## src/design/grt_pkg.sv

```systemverilog
package grt_pkg;

   // Longest string the offsets can describe; offsets saturate at the
   // smaller of this and the largest 16-bit value.
   localparam logic [31:0] MAX_LENGTH = 32'd65535;
   localparam logic [15:0] POS_CAP =
      (MAX_LENGTH < 32'd65535) ? MAX_LENGTH[15:0] : 16'hFFFF;

   localparam int CHAR_WIDTH = 8;
   localparam int OFFSET_WIDTH = 16;
   localparam int KIND_WIDTH = 2;

   // Room for the results of one byte, and the depth of the queue of bundles.
   localparam int MAX_RESULTS = 3;
   localparam int COUNT_WIDTH = $clog2(MAX_RESULTS + 1);
   localparam int QUEUE_DEPTH = 4;
   localparam int QUEUE_PTR_WIDTH = $clog2(QUEUE_DEPTH);
   localparam int QUEUE_CNT_WIDTH = $clog2(QUEUE_DEPTH + 1);

   // Lexer modes.
   localparam logic [2:0] MODE_BETWEEN = 3'd0;
   localparam logic [2:0] MODE_IDENT = 3'd1;
   localparam logic [2:0] MODE_QUOTE = 3'd2;
   localparam logic [2:0] MODE_MINUS = 3'd3;
   localparam logic [2:0] MODE_HALTED = 3'd4;

   // Token kinds.
   localparam logic [KIND_WIDTH-1:0] KIND_IDENT = 2'd0;
   localparam logic [KIND_WIDTH-1:0] KIND_TERMINAL = 2'd1;
   localparam logic [KIND_WIDTH-1:0] KIND_ARROW = 2'd2;
   localparam logic [KIND_WIDTH-1:0] KIND_END = 2'd3;

   localparam logic [CHAR_WIDTH-1:0] CHAR_QUOTE = 8'h27;
   localparam logic [CHAR_WIDTH-1:0] CHAR_MINUS = 8'h2D;
   localparam logic [CHAR_WIDTH-1:0] CHAR_GREATER = 8'h3E;
   localparam logic [CHAR_WIDTH-1:0] CHAR_UNDERSCORE = 8'h5F;

   typedef struct packed {
      logic [KIND_WIDTH-1:0]   token_kind;
      logic [OFFSET_WIDTH-1:0] start_offset;
      logic [OFFSET_WIDTH-1:0] end_offset;
      logic                    halted_early;
      logic                    last_result;
   } result_type;

   // All results caused by one request, in order from index zero.
   typedef struct packed {
      logic [COUNT_WIDTH-1:0]           count;
      result_type [MAX_RESULTS-1:0]     results;
   } bundle_type;

   function automatic logic is_space_byte(input logic [CHAR_WIDTH-1:0] c);
      return (c == 8'h20) || (c >= 8'h09 && c <= 8'h0D);
   endfunction

   function automatic logic is_letter_byte(input logic [CHAR_WIDTH-1:0] c);
      return (c >= 8'h41 && c <= 8'h5A) || (c >= 8'h61 && c <= 8'h7A);
   endfunction

   function automatic logic is_id_byte(input logic [CHAR_WIDTH-1:0] c);
      return is_letter_byte(c) || (c >= 8'h30 && c <= 8'h39) || (c == CHAR_UNDERSCORE);
   endfunction

   function automatic result_type make_result(
      input logic [KIND_WIDTH-1:0]   kind,
      input logic [OFFSET_WIDTH-1:0] start_off,
      input logic [OFFSET_WIDTH-1:0] end_off,
      input logic                    halted,
      input logic                    last
   );
      result_type r;
      r.token_kind = kind;
      r.start_offset = start_off;
      r.end_offset = end_off;
      r.halted_early = halted;
      r.last_result = last;
      return r;
   endfunction

endpackage

```

## src/design/grt_req_if.sv

```systemverilog
interface grt_req_if;
   logic                               valid;
   logic                               ready;
   logic [grt_pkg::CHAR_WIDTH-1:0]     char_byte;
   logic                               last_byte;

   modport source (output valid, output char_byte, output last_byte, input ready);
   modport sink (input valid, input char_byte, input last_byte, output ready);
endinterface

```

## src/design/grt_rsp_if.sv

```systemverilog
interface grt_rsp_if;
   logic                               valid;
   logic                               ready;
   logic [grt_pkg::KIND_WIDTH-1:0]     token_kind;
   logic [grt_pkg::OFFSET_WIDTH-1:0]   start_offset;
   logic [grt_pkg::OFFSET_WIDTH-1:0]   end_offset;
   logic                               halted_early;
   logic                               last_result;

   modport source (output valid, output token_kind, output start_offset,
                   output end_offset, output halted_early, output last_result,
                   input ready);
   modport sink (input valid, input token_kind, input start_offset,
                 input end_offset, input halted_early, input last_result,
                 output ready);
endinterface

```

## src/design/grt_front.sv

```systemverilog
module grt_front (
   input  logic                             clock,
   input  logic                             reset,
   input  logic                             accept,
   input  logic [grt_pkg::CHAR_WIDTH-1:0]   char_byte,
   input  logic                             last_byte,
   output logic                             push,
   output grt_pkg::bundle_type              push_bundle
);
   import grt_pkg::*;

   logic [2:0]              mode_ff, mode_in;
   logic [OFFSET_WIDTH-1:0] pos_ff, pos_in;
   logic [OFFSET_WIDTH-1:0] begin_ff, begin_in;
   logic [OFFSET_WIDTH-1:0] halt_ff, halt_in;
   logic [OFFSET_WIDTH-1:0] pos_next;
   bundle_type              bundle;

   // Offset of the byte after this one, held at the bound.
   assign pos_next = (pos_ff == POS_CAP) ? pos_ff : pos_ff + 16'd1;

   // Lexer step: update the mode and gather the results of this request.
   always_comb begin
      logic [2:0]              md;
      logic [OFFSET_WIDTH-1:0] bg;
      logic [OFFSET_WIDTH-1:0] ht;
      logic [COUNT_WIDTH-1:0]  n;
      md = mode_ff;
      bg = begin_ff;
      ht = halt_ff;
      n = '0;
      bundle = '0;

      // A byte that cannot continue an identifier closes it first.
      if (md == MODE_IDENT && !is_id_byte(char_byte)) begin
         bundle.results[n] = make_result(KIND_IDENT, bg, pos_ff, 1'b0, 1'b0);
         n = n + 2'd1;
         md = MODE_BETWEEN;
      end

      case (md)
         MODE_BETWEEN: begin
            if (is_space_byte(char_byte)) begin
               md = MODE_BETWEEN;
            end else if (is_letter_byte(char_byte)) begin
               md = MODE_IDENT;
               bg = pos_ff;
            end else if (char_byte == CHAR_QUOTE) begin
               md = MODE_QUOTE;
               bg = pos_ff;
            end else if (char_byte == CHAR_MINUS) begin
               md = MODE_MINUS;
               bg = pos_ff;
            end else begin
               md = MODE_HALTED;
               ht = pos_ff;
            end
         end
         MODE_QUOTE: begin
            if (char_byte == CHAR_QUOTE) begin
               bundle.results[n] = make_result(KIND_TERMINAL, bg, pos_next, 1'b0, 1'b0);
               n = n + 2'd1;
               md = MODE_BETWEEN;
            end
         end
         MODE_MINUS: begin
            if (char_byte == CHAR_GREATER) begin
               bundle.results[n] = make_result(KIND_ARROW, bg, pos_next, 1'b0, 1'b0);
               n = n + 2'd1;
               md = MODE_BETWEEN;
            end else begin
               md = MODE_HALTED;
               ht = bg;
            end
         end
         default: begin
            md = md;
         end
      endcase

      // The final byte closes an open identifier, halts an open quote or minus, and adds the end record.
      if (last_byte) begin
         if (md == MODE_IDENT) begin
            bundle.results[n] = make_result(KIND_IDENT, bg, pos_next, 1'b0, 1'b0);
            n = n + 2'd1;
            md = MODE_BETWEEN;
         end else if (md == MODE_QUOTE || md == MODE_MINUS) begin
            md = MODE_HALTED;
            ht = bg;
         end
         if (md == MODE_HALTED) begin
            bundle.results[n] = make_result(KIND_END, ht, pos_next, 1'b1, 1'b1);
         end else begin
            bundle.results[n] = make_result(KIND_END, pos_next, pos_next, 1'b0, 1'b1);
         end
         n = n + 2'd1;
         mode_in = MODE_BETWEEN;
         pos_in = '0;
         begin_in = '0;
         halt_in = '0;
      end else begin
         mode_in = md;
         pos_in = pos_next;
         begin_in = bg;
         halt_in = ht;
      end
      bundle.count = n;
   end

   assign push = accept && (bundle.count != '0);
   assign push_bundle = bundle;

   // Lexer state registers.
   always_ff @(posedge clock) begin
      if (reset) begin
         mode_ff <= MODE_BETWEEN;
         pos_ff <= '0;
         begin_ff <= '0;
         halt_ff <= '0;
      end else if (accept) begin
         mode_ff <= mode_in;
         pos_ff <= pos_in;
         begin_ff <= begin_in;
         halt_ff <= halt_in;
      end
   end

endmodule

```

## src/design/grt_queue.sv

```systemverilog
module grt_queue (
   input  logic                 clock,
   input  logic                 reset,
   input  logic                 push,
   input  grt_pkg::bundle_type  push_bundle,
   input  logic                 pop,
   output logic                 not_full,
   output logic                 not_empty,
   output grt_pkg::bundle_type  head_bundle
);
   import grt_pkg::*;

   bundle_type                 slot_ff [QUEUE_DEPTH];
   logic [QUEUE_PTR_WIDTH-1:0] wr_ptr_ff, wr_ptr_in;
   logic [QUEUE_PTR_WIDTH-1:0] rd_ptr_ff, rd_ptr_in;
   logic [QUEUE_CNT_WIDTH-1:0] count_ff, count_in;

   assign not_full = (count_ff != QUEUE_CNT_WIDTH'(QUEUE_DEPTH));
   assign not_empty = (count_ff != '0);
   assign head_bundle = slot_ff[rd_ptr_ff];

   // Pointer and fill count updates.
   always_comb begin
      wr_ptr_in = push ? wr_ptr_ff + 1'b1 : wr_ptr_ff;
      rd_ptr_in = pop ? rd_ptr_ff + 1'b1 : rd_ptr_ff;
      count_in = count_ff;
      if (push && !pop) begin
         count_in = count_ff + 1'b1;
      end else if (pop && !push) begin
         count_in = count_ff - 1'b1;
      end
   end

   always_ff @(posedge clock) begin
      if (reset) begin
         wr_ptr_ff <= '0;
         rd_ptr_ff <= '0;
         count_ff <= '0;
      end else begin
         wr_ptr_ff <= wr_ptr_in;
         rd_ptr_ff <= rd_ptr_in;
         count_ff <= count_in;
      end
   end

   // Bundle storage needs no reset.
   always_ff @(posedge clock) begin
      if (push) begin
         slot_ff[wr_ptr_ff] <= push_bundle;
      end
   end

endmodule

```

## src/design/grt_back.sv

```systemverilog
module grt_back (
   input  logic                 clock,
   input  logic                 reset,
   input  logic                 head_valid,
   input  grt_pkg::bundle_type  head_bundle,
   output logic                 pop,
   input  logic                 rsp_ready,
   output logic                 rsp_valid,
   output grt_pkg::result_type  rsp_result
);
   import grt_pkg::*;

   logic [COUNT_WIDTH-1:0] idx_ff, idx_in;
   logic                   valid_ff, valid_in;
   result_type             result_ff;
   logic                   load;
   logic                   last_of_bundle;

   // The output register takes the next result when empty or being drained.
   assign load = head_valid && (!valid_ff || rsp_ready);
   assign last_of_bundle = (idx_ff == head_bundle.count - 1'b1);
   assign pop = load && last_of_bundle;

   always_comb begin
      idx_in = idx_ff;
      if (load) begin
         idx_in = last_of_bundle ? '0 : idx_ff + 1'b1;
      end
      if (load) begin
         valid_in = 1'b1;
      end else if (rsp_ready) begin
         valid_in = 1'b0;
      end else begin
         valid_in = valid_ff;
      end
   end

   always_ff @(posedge clock) begin
      if (reset) begin
         idx_ff <= '0;
         valid_ff <= 1'b0;
      end else begin
         idx_ff <= idx_in;
         valid_ff <= valid_in;
      end
   end

   // Result payload register.
   always_ff @(posedge clock) begin
      if (load) begin
         result_ff <= head_bundle.results[idx_ff[1:0]];
      end
   end

   assign rsp_valid = valid_ff;
   assign rsp_result = result_ff;

endmodule

```

## src/design/grammar_rule_tokenizer_unit.sv

```systemverilog
// The lexer writes the bundle of each request into the queue; its results then go through the
// output register to the response channel. Throughput: one request per cycle while the queue
// has room; results leave one per cycle while the receiver is ready, so a request causing several
// (at most two) holds the response side until all are out. A queue of four bundles absorbs this.
// Reset is synchronous and active high; it clears the lexer state, the queue and the output.
module grammar_rule_tokenizer_unit (
   input logic        clock,
   input logic        reset,
   grt_req_if.sink    req_ch,
   grt_rsp_if.source  rsp_ch
);
   import grt_pkg::*;

   logic       accept;
   logic       push;
   bundle_type push_bundle;
   logic       pop;
   logic       not_full;
   logic       not_empty;
   bundle_type head_bundle;
   result_type rsp_result;

   // A request is taken whenever the queue has room for its bundle.
   assign req_ch.ready = not_full;
   assign accept = req_ch.valid && not_full;

   grt_front u_front (
      .clock       (clock),
      .reset       (reset),
      .accept      (accept),
      .char_byte   (req_ch.char_byte),
      .last_byte   (req_ch.last_byte),
      .push        (push),
      .push_bundle (push_bundle)
   );

   grt_queue u_queue (
      .clock       (clock),
      .reset       (reset),
      .push        (push),
      .push_bundle (push_bundle),
      .pop         (pop),
      .not_full    (not_full),
      .not_empty   (not_empty),
      .head_bundle (head_bundle)
   );

   grt_back u_back (
      .clock       (clock),
      .reset       (reset),
      .head_valid  (not_empty),
      .head_bundle (head_bundle),
      .pop         (pop),
      .rsp_ready   (rsp_ch.ready),
      .rsp_valid   (rsp_ch.valid),
      .rsp_result  (rsp_result)
   );

   assign rsp_ch.token_kind = rsp_result.token_kind;
   assign rsp_ch.start_offset = rsp_result.start_offset;
   assign rsp_ch.end_offset = rsp_result.end_offset;
   assign rsp_ch.halted_early = rsp_result.halted_early;
   assign rsp_ch.last_result = rsp_result.last_result;

endmodule

```

## src/flat_wrapper.sv

```systemverilog
// flat-port wrapper written by rule: the top's interface ports become plain ports
module grammar_rule_tokenizer_unit_flat import grt_pkg::*;
  (clock, reset, req_ch_valid, req_ch_char_byte, req_ch_last_byte, req_ch_ready, rsp_ch_valid, rsp_ch_token_kind, rsp_ch_start_offset, rsp_ch_end_offset, rsp_ch_halted_early, rsp_ch_last_result, rsp_ch_ready);
  grt_req_if req_ch_i ();
  grt_rsp_if rsp_ch_i ();
  input logic clock;
  input logic reset;
  input wire logic [$bits(req_ch_i.valid)-1:0] req_ch_valid;
  input wire logic [$bits(req_ch_i.char_byte)-1:0] req_ch_char_byte;
  input wire logic [$bits(req_ch_i.last_byte)-1:0] req_ch_last_byte;
  output wire logic [$bits(req_ch_i.ready)-1:0] req_ch_ready;
  output wire logic [$bits(rsp_ch_i.valid)-1:0] rsp_ch_valid;
  output wire logic [$bits(rsp_ch_i.token_kind)-1:0] rsp_ch_token_kind;
  output wire logic [$bits(rsp_ch_i.start_offset)-1:0] rsp_ch_start_offset;
  output wire logic [$bits(rsp_ch_i.end_offset)-1:0] rsp_ch_end_offset;
  output wire logic [$bits(rsp_ch_i.halted_early)-1:0] rsp_ch_halted_early;
  output wire logic [$bits(rsp_ch_i.last_result)-1:0] rsp_ch_last_result;
  input wire logic [$bits(rsp_ch_i.ready)-1:0] rsp_ch_ready;
  assign req_ch_i.valid = req_ch_valid;
  assign req_ch_i.char_byte = req_ch_char_byte;
  assign req_ch_i.last_byte = req_ch_last_byte;
  assign req_ch_ready = req_ch_i.ready;
  assign rsp_ch_valid = rsp_ch_i.valid;
  assign rsp_ch_token_kind = rsp_ch_i.token_kind;
  assign rsp_ch_start_offset = rsp_ch_i.start_offset;
  assign rsp_ch_end_offset = rsp_ch_i.end_offset;
  assign rsp_ch_halted_early = rsp_ch_i.halted_early;
  assign rsp_ch_last_result = rsp_ch_i.last_result;
  assign rsp_ch_i.ready = rsp_ch_ready;
  grammar_rule_tokenizer_unit u_core (.clock(clock), .reset(reset), .req_ch(req_ch_i), .rsp_ch(rsp_ch_i));
endmodule
```

## config.mk

```make
export PLATFORM = sky130hd
export DESIGN_NAME = grammar_rule_tokenizer_unit_flat
export DESIGN_NICKNAME = d
export VERILOG_FILES = /design/src/design/grt_pkg.sv /design/src/design/grt_req_if.sv /design/src/design/grt_rsp_if.sv /design/src/design/grt_front.sv /design/src/design/grt_queue.sv /design/src/design/grt_back.sv /design/src/design/grammar_rule_tokenizer_unit.sv /design/src/flat_wrapper.sv
export SDC_FILE = /design/constraint.sdc
export NUM_CORES = 1
export LEC_CHECK = 0
export BUFFER_PORTS_ARGS = -buffer_cell sky130_fd_sc_hd__buf_2
export CORE_MARGIN = 2
export CORE_UTILIZATION = 35
export CTS_CLUSTER_SIZE = 16
export DETAILED_ROUTE_END_ITERATION = 10
export PLACE_DENSITY = 0.59
export RECOVER_POWER = 50
export SETUP_SLACK_MARGIN = 0.5
export SKIP_LAST_GASP = 1
export SLEW_MARGIN = 30
export SYNTH_ARGS = -nofsm -noshare
export SYNTH_HDL_FRONTEND = slang
export SYNTH_SLANG_ARGS = --single-unit
```

## constraint.sdc

```tcl
create_clock -name clock -period 6.33 [get_ports clock]
set_input_delay 0.633 -clock clock [delete_from_list [all_inputs] [get_ports clock]]
set_output_delay 0.633 -clock clock [all_outputs]
set_load 0.05 [all_outputs]
```

## Word-level counts from Yosys, hierarchy flattened

Memory sizes are Yosys's and may differ from the RTL's. A register that Yosys moved wholly into a read port is not among the register bits.
Index checks and enable logic that the tools add are counted.

- Output and inout bits: 38
- Memories kept: 1
- Bits in read-only memories: 0
- Bits in latches: 0
- Memory bits (writable): 440
- Word-level logic and storage cells: 151
- Register bits after elaboration: 97

Memories:

| name | words | bits a word | rd ports | clocked after memory_dff | write ports | line | RTL |
|---|---|---|---|---|---|---|---|
| u_core.u_queue.slot_ff | 4 | 110 | 1 | 1 | 1 | grt_queue.sv:13 | `bundle_type slot_ff [QUEUE_DEPTH];` |

- Shift operators: 0
- $mul: 0
- $lt $le $gt $ge: 15
- $add $sub $neg: 10
- Eq/ne operators: 15
- Bitwise operators: 0
- Reduce and logical (&&, ||, !) cells: 29
- Div/mod/pow operators: 0
- Muxes and demuxes: 67

Operators by type and width:

| operator | count |
|---|---|
| $mux W108 | 6 |
| $bwmux W108 | 5 |
| $mux W16 | 17 |
| $demux W36 S2 | 3 |
| $pmux W108 S2 | 1 |
| $mux W36 | 4 |
| $bmux W36 S2 | 1 |
| $mux W3 | 13 |
| $mux W34 | 1 |
| $eq A8 B6 Y1 const B | 4 |
| $pmux W16 S2 | 1 |
| $add A16 B1 Y16 const B | 1 |
| $eq A16 B16 Y1 const B | 1 |
| $ge A8 B7 Y1 const B | 2 |
| $le A8 B7 Y1 const B | 2 |
| $mux W2 | 8 |
| $logic_and A1 B1 Y1 | 14 |
| $add A2 B1 Y2 const B | 6 |
| $eq A3 B2 Y1 const B | 4 |
| $lt A2 B3 Y1 const B | 4 |
| $pmux W3 S3 | 1 |
| $eq A8 B7 Y1 const B | 1 |
| $ge A8 B4 Y1 const B | 1 |
| $ge A8 B6 Y1 const B | 1 |
| other kinds (17) | 34 |

## Longest topological paths before layout

Gate-level depths: netlist of run 1.

- Depth in word-level cells: 22
- Depth in mapped cells: 20
- Mapped depth without buffers: 19

## By module

A second synthesis of run 1 with hierarchy kept.

- Cell total of the unflattened synthesis: 1501
- Area total of the unflattened synthesis: 23099.7 sq um

Modules (own cells, without submodules):

| module | sequential area each (sq um) | cells an instance | instances | area each (sq um) |
|---|---|---|---|---|
| grt_queue | 13392.8 | 619 | 1 | 16306.9 |
| grt_front | 1021.0 | 701 | 1 | 4760.8 |
| grt_back | 1141.1 | 180 | 1 | 2025.7 |
| grammar_rule_tokenizer_unit | 0.0 | 1 | 1 | 6.3 |

## Worst setup path before layout of run 1

No wires, ideal clock.

- Path type: input to register
- Start: input port req_ch_char_byte[0]
- End: memory u_core.u_queue.slot_ff[0][0] (netlist bit) (enable)
- Path buffers: 1
- Data arrival time: 6208 ps
- Library setup time: 479 ps
- Slack: -357 ps
- Cell stages on the path: 14
- Path through: buf_2 -> nor3_4 -> a221oi_2 -> nor4_4 -> ha_1 -> mux2_2 -> a21oi_1 -> ha_1 -> a21oi_1 -> ha_1 -> nand3_1 -> o311ai_0 -> nor2_1 -> and2_1

- Word-level cells in the longest chain between the ends: 20

Ends and longest elaborated chain:

| element | line | RTL |
|---|---|---|
| from (decl) | flat_wrapper.sv:9 | `input wire logic [$bits(req_ch_i.char_byte)-1:0] req_ch_char_byte;` |
| $ge A8 B7 Y1 or $le A8 B7 Y1 (tied branches) | grt_pkg.sv:57 | `return (c >= 8'h41 && c <= 8'h5A) \|\| (c >= 8'h61 && c <= 8'h7A);` |
| $logic_and A1 B1 Y1 | grt_pkg.sv:57 |  |
| $logic_or A1 B1 Y1 | grt_pkg.sv:57 |  |
| $logic_or A1 B1 Y1 (2 in series) | grt_pkg.sv:61 | `return is_letter_byte(c) \|\| (c >= 8'h30 && c <= 8'h39) \|\| (c == CHAR_UNDERSCORE);` |
| $logic_not A1 Y1 | grt_front.sv:35 | `if (md == MODE_IDENT && !is_id_byte(char_byte)) begin` |
| $logic_and A1 B1 Y1 | grt_front.sv:35 |  |
| $mux W1 | grt_front.sv:35 |  |
| $add A2 B1 Y2 | grt_front.sv:62, grt_front.sv:69 |  |
| [4 not listed] | - |  |
| $mux W2 | grt_front.sv:82 | `if (last_byte) begin` |
| $add A2 B1 Y2 | grt_front.sv:96 | `n = n + 2'd1;` |
| $mux W2 (*) | grt_front.sv:82 |  |
| $reduce_bool A2 Y1 (*) | grt_front.sv:110 | `assign push = accept && (bundle.count != '0);` |
| $logic_and A1 B1 Y1 (*) | grt_front.sv:110 |  |
| net u_core.push | grammar_rule_tokenizer_unit.sv:15 | `logic push;` |
| $mux W1 (*) | grt_queue.sv:48 | `if (push) begin` |
| $mux W1 (implied by the code) (*) | grt_queue.sv:49 | `slot_ff[wr_ptr_ff] <= push_bundle;` |
| to (decl) | grt_queue.sv:13 |  |

Mark *: on every way through the listed nets, which the timed path passes. The rest lies on a longest branch. The select of a mux whose other input is x is not followed.

## Worst setup path in the final report of run 1

- Start: input port req_ch_char_byte[1]
- End: memory u_core.u_queue.slot_ff[3][95] (netlist bit) (enable)

Same word-level chain as after synthesis.

==> impl_summary.txt, run 1 <==
----------------------------------------------------
[Critical path]
  Cell type group with the largest total delay on the critical path ... compound AO/OA/AOI/OAI gates
  Bufs and invs on worst path ... 2
  Crit. End Element ... flip-flop
  Number of cells traversed by the worst register-to-register path ... 13
  Reg2Reg Setup Slack ... 1.03 ns
  Crit-path slowest cell ... sky130_fd_sc_hd__a221oi_1
  Most frequent cell on the critical path ... sky130_fd_sc_hd__ha_1
  Crit-path max cell delay ... 0.83 ns
  Kind of launch point of the worst setup path ... input port
  Start-to-end type of the worst setup path ... input port to flip-flop
  Largest fanout on the critical path ... 56
  Start of the worst register-to-register path ... u_core.u_front.mode_ff[0]
  Worst r2r dst ... u_core.u_queue.slot_ff[3][95]
  CP Data Arrival Time ... 5.77 ns
  Critical-path cell list ... clkbuf_1 > nor3_1 > a221oi_1 > nor4_4 > ha_1 > mux2_2 > a21oi_1 > ha_1 > a21oi_1 > ha_1 > nand3_1 > o311ai_0 > nor2_1 > and2_0 > clkbuf_4
  Required time of the critical path ... 6.55 ns

[Route]
  Per-cell via count in the routed design ... 5.47
  Antenna Nets Post-Route ... 0
  Final routed wirelength across all metal layers ... between 50 and 60 mm
  Detailed-route DRC error count ... 0
  DRC marker count from the first detailed-route iteration ... 1065
  Routed length on met1 ... 25.2 mm
  Wire length per cell ... ~23 µm
  Amount of wire on met3 after detailed routing ... 2.65 mm
  First-pass iteration count of the detailed router ... 5
  Top routing layer in use ... met4
  Met2 routed WL ... 26.2 mm
  Total number of vias ... 13400

[STA]
  Unrepaired setup endpoints after global routing ... false
  Worst Tran Pin Value ... 2.68 ns
  Crit path time final ... 5.55 ns
  Worst clock skew ... 0.0291 ns
  Worst slack on hold paths ... 0.325 ns
  Slew Limit Fails ... 106
  Headroom to the max-slew limit ... -78.5%
  Top achievable clock speed ... between 150 and 200 MHz
  Sum of negative setup slack ... 0 ns
  Hold violation total from the final report ... 0
  Final worst path period share ... between 80% and 90%
  Count of endpoints failing setup in the final report ... 0

[Clocking]
  Clock tree from TritonCTS ... done
  CTS root buf ... sky130_fd_sc_hd__clkbuf_16
  Num CTS Buffers ... 54
  Clock input transition at the sequential cells of the worst setup and hold paths ... ~0.06 ns
  Count of hold-fix buffers inserted at cts ... 0
  Insertion delay to the later sink of the worst-skew pair ... 0.62 ns
  Resized cells post-CTS ... 0
  Clock buffer depth ... 3
  Depth of the CTS H-tree ... 2
  Clock sink count ... 531
  Post-CTS Setup Bufs ... 0

[Synthesis]
  Yosys warns ... 0
  XOR/XNOR Fraction of Synth Area ... less than 1%
  Simple-gate area share of the yosys netlist ... ~6.5%
  Multiplexer share of the synthesized area ... 14.2%
  Seq/Total Area, Yosys ... 66.3%
  Mean post-synth cell area ... 15.4 µm²
  Yosys cell types ... 82
  Gate Count Post-Synth ... 1497
  EDFF count, synth ... roughly 470
  Number of synthesized register bits ... 531
  Flip-flop cell with the highest count after synthesis ... sky130_fd_sc_hd__edfxtp_1
  Number of nets produced by synthesis ... 1527
  Async set-reset flop share out of synthesis ... 0%
  Area share of fa/ha/maj cells after synthesis ... 0.953%
  Compound-cell area share of the yosys netlist ... just over 8%
  Largest family of logic cells by synthesized area ... multiplexers
  Area of the mapped netlist ... 23100 µm²

[GRT]
  Via count of the first global-routing pass ... 13200
  GRT overflow ... 0
  Largest net degree at the start of global routing ... 71
  Wire length of the first global-routing pass ... between 80 and 90 mm
  Global Route Usage Sum ... 16.3%
  Initial antenna violation count ... 0

[Power and ir drop]
  Static leakage ... approximately 8 nW
  Switching fraction of total power ... a little over 30%
  Share of power burned in registers ... 46.1%
  VDD IR max ... 0.518 mV
  Int Power ... 6.58 mW
  Psw ... about 2.9 mW
  Combinational share of power ... 22.0%
  Power Density ... ~370 nW/µm²
  Clk pwr share ... approximately a third

[Final layout]
  Top library cells by usage in the layout, fill and taps aside ... sky130_fd_sc_hd__edfxtp_1, sky130_fd_sc_hd__nor2_1, sky130_fd_sc_hd__mux4_2
  Final antenna diode count ... 0
  Commonest non-fill, non-tap cell in the layout ... sky130_fd_sc_hd__edfxtp_1
  Net count reported at finish ... approximately 1600
  Layout cell share with drive strength beyond 1 ... ~16%
  Layout overhead on the synthesized area ... 11.9%

[Min path]
  Hold Crit Start ... rsp_ch_ready
  Hold-critical path depth ... 4
  Classification of the worst-slack hold path ... input port to flip-flop
  Sink of the worst hold path ... u_core.u_back.rsp_valid

[Run status]
  Status ... finished with violations
  Failing checks ... capacitance limit, slew limit

[Floorplanning]
  Placement Rows ... 94
  Die area ... around 68000 µm²
  Horizontal die dimension ... 261 µm
  Initial core utilization ... a little over a third
  Top-Level Pins ... 51
  Height of the die ... 261 µm
  Core area ... 65500 µm²

[Placement]
  Global placer's final weighted congestion ... 0.888
  Number of buffer cells added on primary ports ... 50
  HPWL after DPL ... 34.4 mm

[Run]
  Max-capacitance violation count ... 3

----------------------------------------------------
==> registers in the layout, summed over array words and instances, names as in the netlist, 3 cells and up, named ones only <==
name,flops
u_core.u_back.rsp_result,36
u_core.u_front.pos_ff,16
u_core.u_queue.count_ff,3
u_core.u_front.mode_ff,3
u_core.u_queue.slot_ff,432
u_core.u_front.halt_ff,16
u_core.u_front.begin_ff,16
==> cells in the mapped netlist (all sizes together) (5+ instances only) <==
master / number / share of area [%]
nand2: 73 / 1.2
o41ai: 5 / 0.30
mux2: 21 / 1.0
dfxtp: 63 / 5.5
mux4: 108 / 11
a221o: 10 / 0.43
o221ai: 13 / 0.49
or3: 6 / 0.16
a22oi: 43 / 1.4
a221oi: 15 / 0.62
a21o: 5 / 0.16
buf: 33 / 0.68
nor3: 12 / 0.31
mux2i: 62 / 2.7
o211ai: 5 / 0.16
a21oi: 25 / 0.54
nand3: 18 / 0.41
and2: 22 / 0.60
and3: 6 / 0.18
a211oi: 18 / 0.58
nor2: 123 / 2.0
nor4: 11 / 0.55
clkbuf: 73 / 1.2
xor2: 10 / 0.38
o21ai: 41 / 0.90
edfxtp: 468 / 61
a31oi: 5 / 0.14
inv: 59 / 0.96
nand2b: 8 / 0.22
ha: 16 / 0.87
o22ai: 48 / 1.3
nand4: 7 / 0.19
xnor2: 13 / 0.49
==> how the worst max path moves through the flow <==
stage	startpoint	endpoint	slack, ns	cells after the start
6_report	req_ch_char_byte[1]	u_core.u_queue.slot_ff[3][95]	0.78	15
2_1_floorplan	req_ch_char_byte[0]	u_core.u_queue.slot_ff[0][0]	0.84	14
3_3_place_gp	req_ch_char_byte[0]	u_core.u_queue.count_ff[2]	0.71	19
3_5_place_dp	req_ch_char_byte[3]	u_core.u_queue.count_ff[2]	0.57	19
4_1_cts	u_core.u_front.mode_ff[0]	u_core.u_queue.count_ff[2]	1.08	17
5_1_grt	req_ch_char_byte[1]	u_core.u_queue.slot_ff[3][95]	0.42	15
==> kinds of logic after synthesis <==
group | count (synthesis)
DFF | 531
and+or+nand+nor | 307
AOI/OAI and AO/OA | 262
muxes | 191
buffers and inverters | 166
xor gates and xnor gates | 23
adders and majority gates | 17
==> worst register-to-register path, stage by stage, from the launching register on <==
cell and delay, ns:
sky130_fd_sc_hd__dfxtp_1 0.62, sky130_fd_sc_hd__nand2_1 0.21, sky130_fd_sc_hd__nor4_4 0.53, sky130_fd_sc_hd__ha_1 0.35
sky130_fd_sc_hd__mux2_2 0.27, sky130_fd_sc_hd__a21oi_1 0.28, sky130_fd_sc_hd__ha_1 0.29, sky130_fd_sc_hd__a21oi_1 0.25
sky130_fd_sc_hd__ha_1 0.31, sky130_fd_sc_hd__nand3_1 0.08, sky130_fd_sc_hd__o311ai_0 0.25, sky130_fd_sc_hd__nor2_1 0.35
sky130_fd_sc_hd__and2_0 0.25, sky130_fd_sc_hd__clkbuf_4 0.75
==> power groups by stage <==
stage,Sequential [mW],Combinational (mW),Clock [mW]
finish,4.36,2.08,3.01
global placement,4.43,2.16,0
global route,4.40,2.25,3.23
floorplan,4.75,1.22,0
detailed placement,4.43,2.17,0
CTS,4.36,2.17,3.09
==> metrics by stage <==
stage	power [mW]	setup slack [ns]	utilization, %	cell area [µm²]	cells
5_1_grt	9.88	0.420	39.5	25900	2441
3_5_place_dp	6.60	0.567	37.2	24400	2340
4_1_cts	9.62	1.08	39.7	26000	2441
6_report	9.45	0.781	39.5	25900	2441
3_3_place_gp	6.59	0.708	37.2	24400	2340
2_1_floorplan	5.98	0.840	-	23100	1497
==> layout make-up <==
class	instances	area, µm²
sequential	531	15300
timing repair buffer	85	469
multi-input combinational	800	7100
fill	6049	39600
clock inverter	29	221
tap	864	1080
inverter	60	225
clock buffer	72	1450
==> per-layer routing <==
layer,track usage [%],vias up
li1,-,5997
met1,22.8,6916
met2,26.4,350
met3,2.62,95
met4,4.56,0
met5,0,-
Note: power is estimated with default switching activity, not from simulation.
==> run 2: changes to the inputs <==
- CORE_UTILIZATION: 35 -> 30
- PLACE_DENSITY: 0.59 -> 0.54
==> run 2 against run 1 <==
Against the previous run:
- the flow still finishes with violations (capacitance limit, slew limit)
- first-iteration DRC count rose by 5.1%
- worst hold slack improved by 0.0019 ns
- global-route usage fell by 1.8 points
- clock power rose by 15%
- sequential power barely moved
- clock-buffer cell count did not move
- critical path depth did not move
- final area rose by 2.1%
- power rose by 5.3%
- non-clock buffer count fell by 3
- core utilization fell by 4.8 points
- sequential share of layout area fell by 1.2 points
==> impl_summary.txt, run 2 (same netlist as run 1, synthesis figures left out) <==
----------------------------------------------------
[Min path]
  Sink of the worst hold path ... u_core.u_back.rsp_valid
  Hold Crit Start ... rsp_ch_ready
  Hold-critical path depth ... 4
  Classification of the worst-slack hold path ... input port to flip-flop

[Clocking]
  Resized cells post-CTS ... 0
  Depth of the CTS H-tree ... 2
  Insertion delay to the later sink of the worst-skew pair ... 0.61 ns
  Num CTS Buffers ... 56
  Clock tree from TritonCTS ... done
  Clock sink count ... 531
  CTS root buf ... sky130_fd_sc_hd__clkbuf_16
  Clock buffer depth ... 3
  Post-CTS Setup Bufs ... 0
  Count of hold-fix buffers inserted at cts ... 0
  Clock input transition at the sequential cells of the worst setup and hold paths ... 0.06 ns

[Critical path]
  Crit-path max cell delay ... 0.83 ns
  Most frequent cell on the critical path ... sky130_fd_sc_hd__ha_1
  Crit path launch ... req_ch_char_byte[1]
  Number of cells traversed by the worst register-to-register path ... 13
  Critical-path cell list ... clkbuf_1 > nor3_1 > a221oi_1 > nor4_4 > ha_1 > mux2_2 > a21oi_1 > ha_1 > a21oi_1 > ha_1 > nand3_1 > o311ai_0 > nor2_1 > and2_2 > buf_12
  Largest fanout on the critical path ... 39
  Crit-path slowest cell ... sky130_fd_sc_hd__a221oi_1
  CP Data Arrival Time ... 5.86 ns
  Worst r2r dst ... u_core.u_queue.slot_ff[0][93]
  Reg2Reg Setup Slack ... 0.95 ns
  Start of the worst register-to-register path ... u_core.u_front.mode_ff[0]
  Required time of the critical path ... roughly 6.6 ns
  Crit. End Element ... flip-flop
  Start-to-end type of the worst setup path ... input port to flip-flop
  Kind of launch point of the worst setup path ... input port

[Power and ir drop]
  Combinational share of power ... 21.5%
  Int Power ... roughly 7 mW
  VDD IR max ... approximately 0.39 mV
  Share of power burned in registers ... 43.6%
  Switching fraction of total power ... 29.5%
  Final total power ... 9.95 mW
  Clk pwr share ... 34.8%
  Power Density ... 377 nW/µm²
  Psw ... around 2.9 mW
  Static leakage ... ~8 nW

[Floorplanning]
  Horizontal die dimension ... ~280 µm
  Initial core utilization ... 30.4%
  Die area ... 79300 µm²
  Top-Level Pins ... 51
  Placement Rows ... 101
  Height of the die ... 282 µm
  Core area ... around 76000 µm²

[STA]
  Top achievable clock speed ... 178 MHz
  Unrepaired setup endpoints after global routing ... false
  Sum of negative setup slack ... 0 ns
  Hold violation total from the final report ... 0
  Crit path time final ... ~5.6 ns
  Count of endpoints failing setup in the final report ... 0
  Worst Tran Pin Value ... 3.02 ns
  Headroom to the max-slew limit ... -101%
  Slew Limit Fails ... 201
  Final worst path period share ... 88.5%
  Worst clock skew ... 0.0220 ns
  Worst slack on hold paths ... 0.327 ns

[GRT]
  Met1 capacity usage during global routing ... roughly 19%
  Initial antenna violation count ... 1
  Global Route met3 Usage ... ~2.7%
  Most utilized layer in the global route result ... met2
  Via count of the first global-routing pass ... 13300
  Largest net degree at the start of global routing ... between 70 and 80
  GRT overflow ... 0
  Global Route Usage Sum ... roughly 14%
  Wire length of the first global-routing pass ... about 86 mm
  Routing usage on met2 ... 24.4%

[Final layout]
  Commonest non-fill, non-tap cell in the layout ... sky130_fd_sc_hd__edfxtp_1
  Register bank with the most flops ... u_core.u_queue.slot_ff
  Layout overhead on the synthesized area ... 14.3%
  Layout cell share with drive strength beyond 1 ... between 10% and 20%
  Final antenna diode count ... 0
  Flip-flop count of the largest register after layout ... 432
  Design area ... between 20000 and 30000 µm²
  Final core area utilization ... between 30% and 40%
  Net count reported at finish ... 1561
  Top library cells by usage in the layout, fill and taps aside ... sky130_fd_sc_hd__edfxtp_1, sky130_fd_sc_hd__nor2_1, sky130_fd_sc_hd__mux4_2

[Placement]
  Global placer's final weighted congestion ... 0.875
  Placement Cell Area ... 24600 µm²
  Number of buffer cells added on primary ports ... 50
  HPWL after DPL ... 35.1 mm

[Route]
  Antenna Nets Post-Route ... 0
  First-pass iteration count of the detailed router ... 5
  Wire length per cell ... 22.1 µm
  DRC marker count from the first detailed-route iteration ... 1119
  Per-cell via count in the routed design ... 5.11
  Final routed wirelength across all metal layers ... 57.6 mm
  Detailed-route DRC error count ... 0
  Total number of vias ... 13300

[Run status]
  Failing checks ... capacitance limit, slew limit
  Status ... finished with violations

[Run]
  Max-capacitance violation count ... 6

----------------------------------------------------
run 2: cell type report:
class	count	area (µm²)
sequential	531	15300
timing repair buffer	82	488
fill	7389	49700
inverter	60	225
multi-input combinational	800	7110
tap	1030	1290
clock buffer	72	1570
clock inverter	32	408
run 2: how the worst max path moves through the flow:
| stage | end | cells after the start | slack (ns) |
|---|---|---|---|
| after floorplan | u_core.u_queue.slot_ff[0][0] | 14 | 0.84 |
| after global placement | u_core.u_queue.count_ff[2] | 18 | 0.65 |
| after detailed placement | u_core.u_queue.count_ff[2] | 19 | 0.53 |
| after CTS | u_core.u_queue.count_ff[2] | 17 | 1.01 |
| after global routing | u_core.u_queue.slot_ff[0][93] | 15 | 0.33 |
| final | u_core.u_queue.slot_ff[0][93] | 15 | 0.73 |
run 2: worst max-delay path, delay by kind of cell:
| family | cells | cell delay (ns) |
|---|---|---|
| AOI/OAI and AO/OA | 4 | 1.63 |
| adders and majority gates | 3 | 0.95 |
| buffers and inverters | 2 | 0.69 |
| muxes | 1 | 0.26 |
| and+or+nand+nor | 5 | 1.59 |
run 2: power groups by stage:
stage / clock (mW) / combinational, mW / sequential, mW
2_1_floorplan: 0 / 1.22 / 4.75
3_3_place_gp: 0 / 2.22 / 4.42
3_5_place_dp: 0 / 2.23 / 4.42
4_1_cts: 3.57 / 2.24 / 4.35
5_1_grt: 3.69 / 2.31 / 4.39
6_report: 3.47 / 2.14 / 4.34
run 2: per-stage QoR:
stage          cells  worst slack (ns)
2_1_floorplan   1497             0.840
3_3_place_gp    2503             0.652
3_5_place_dp    2503             0.528
4_1_cts         2607              1.01
5_1_grt         2607             0.333
6_report        2607             0.727
run 2: metal layers:
metal  up-vias  share of wire [%]
met5         -                  0
met4         0                2.0
met3        77                4.6
met2       348                 49
met1      6908                 45
li1       5990                  -
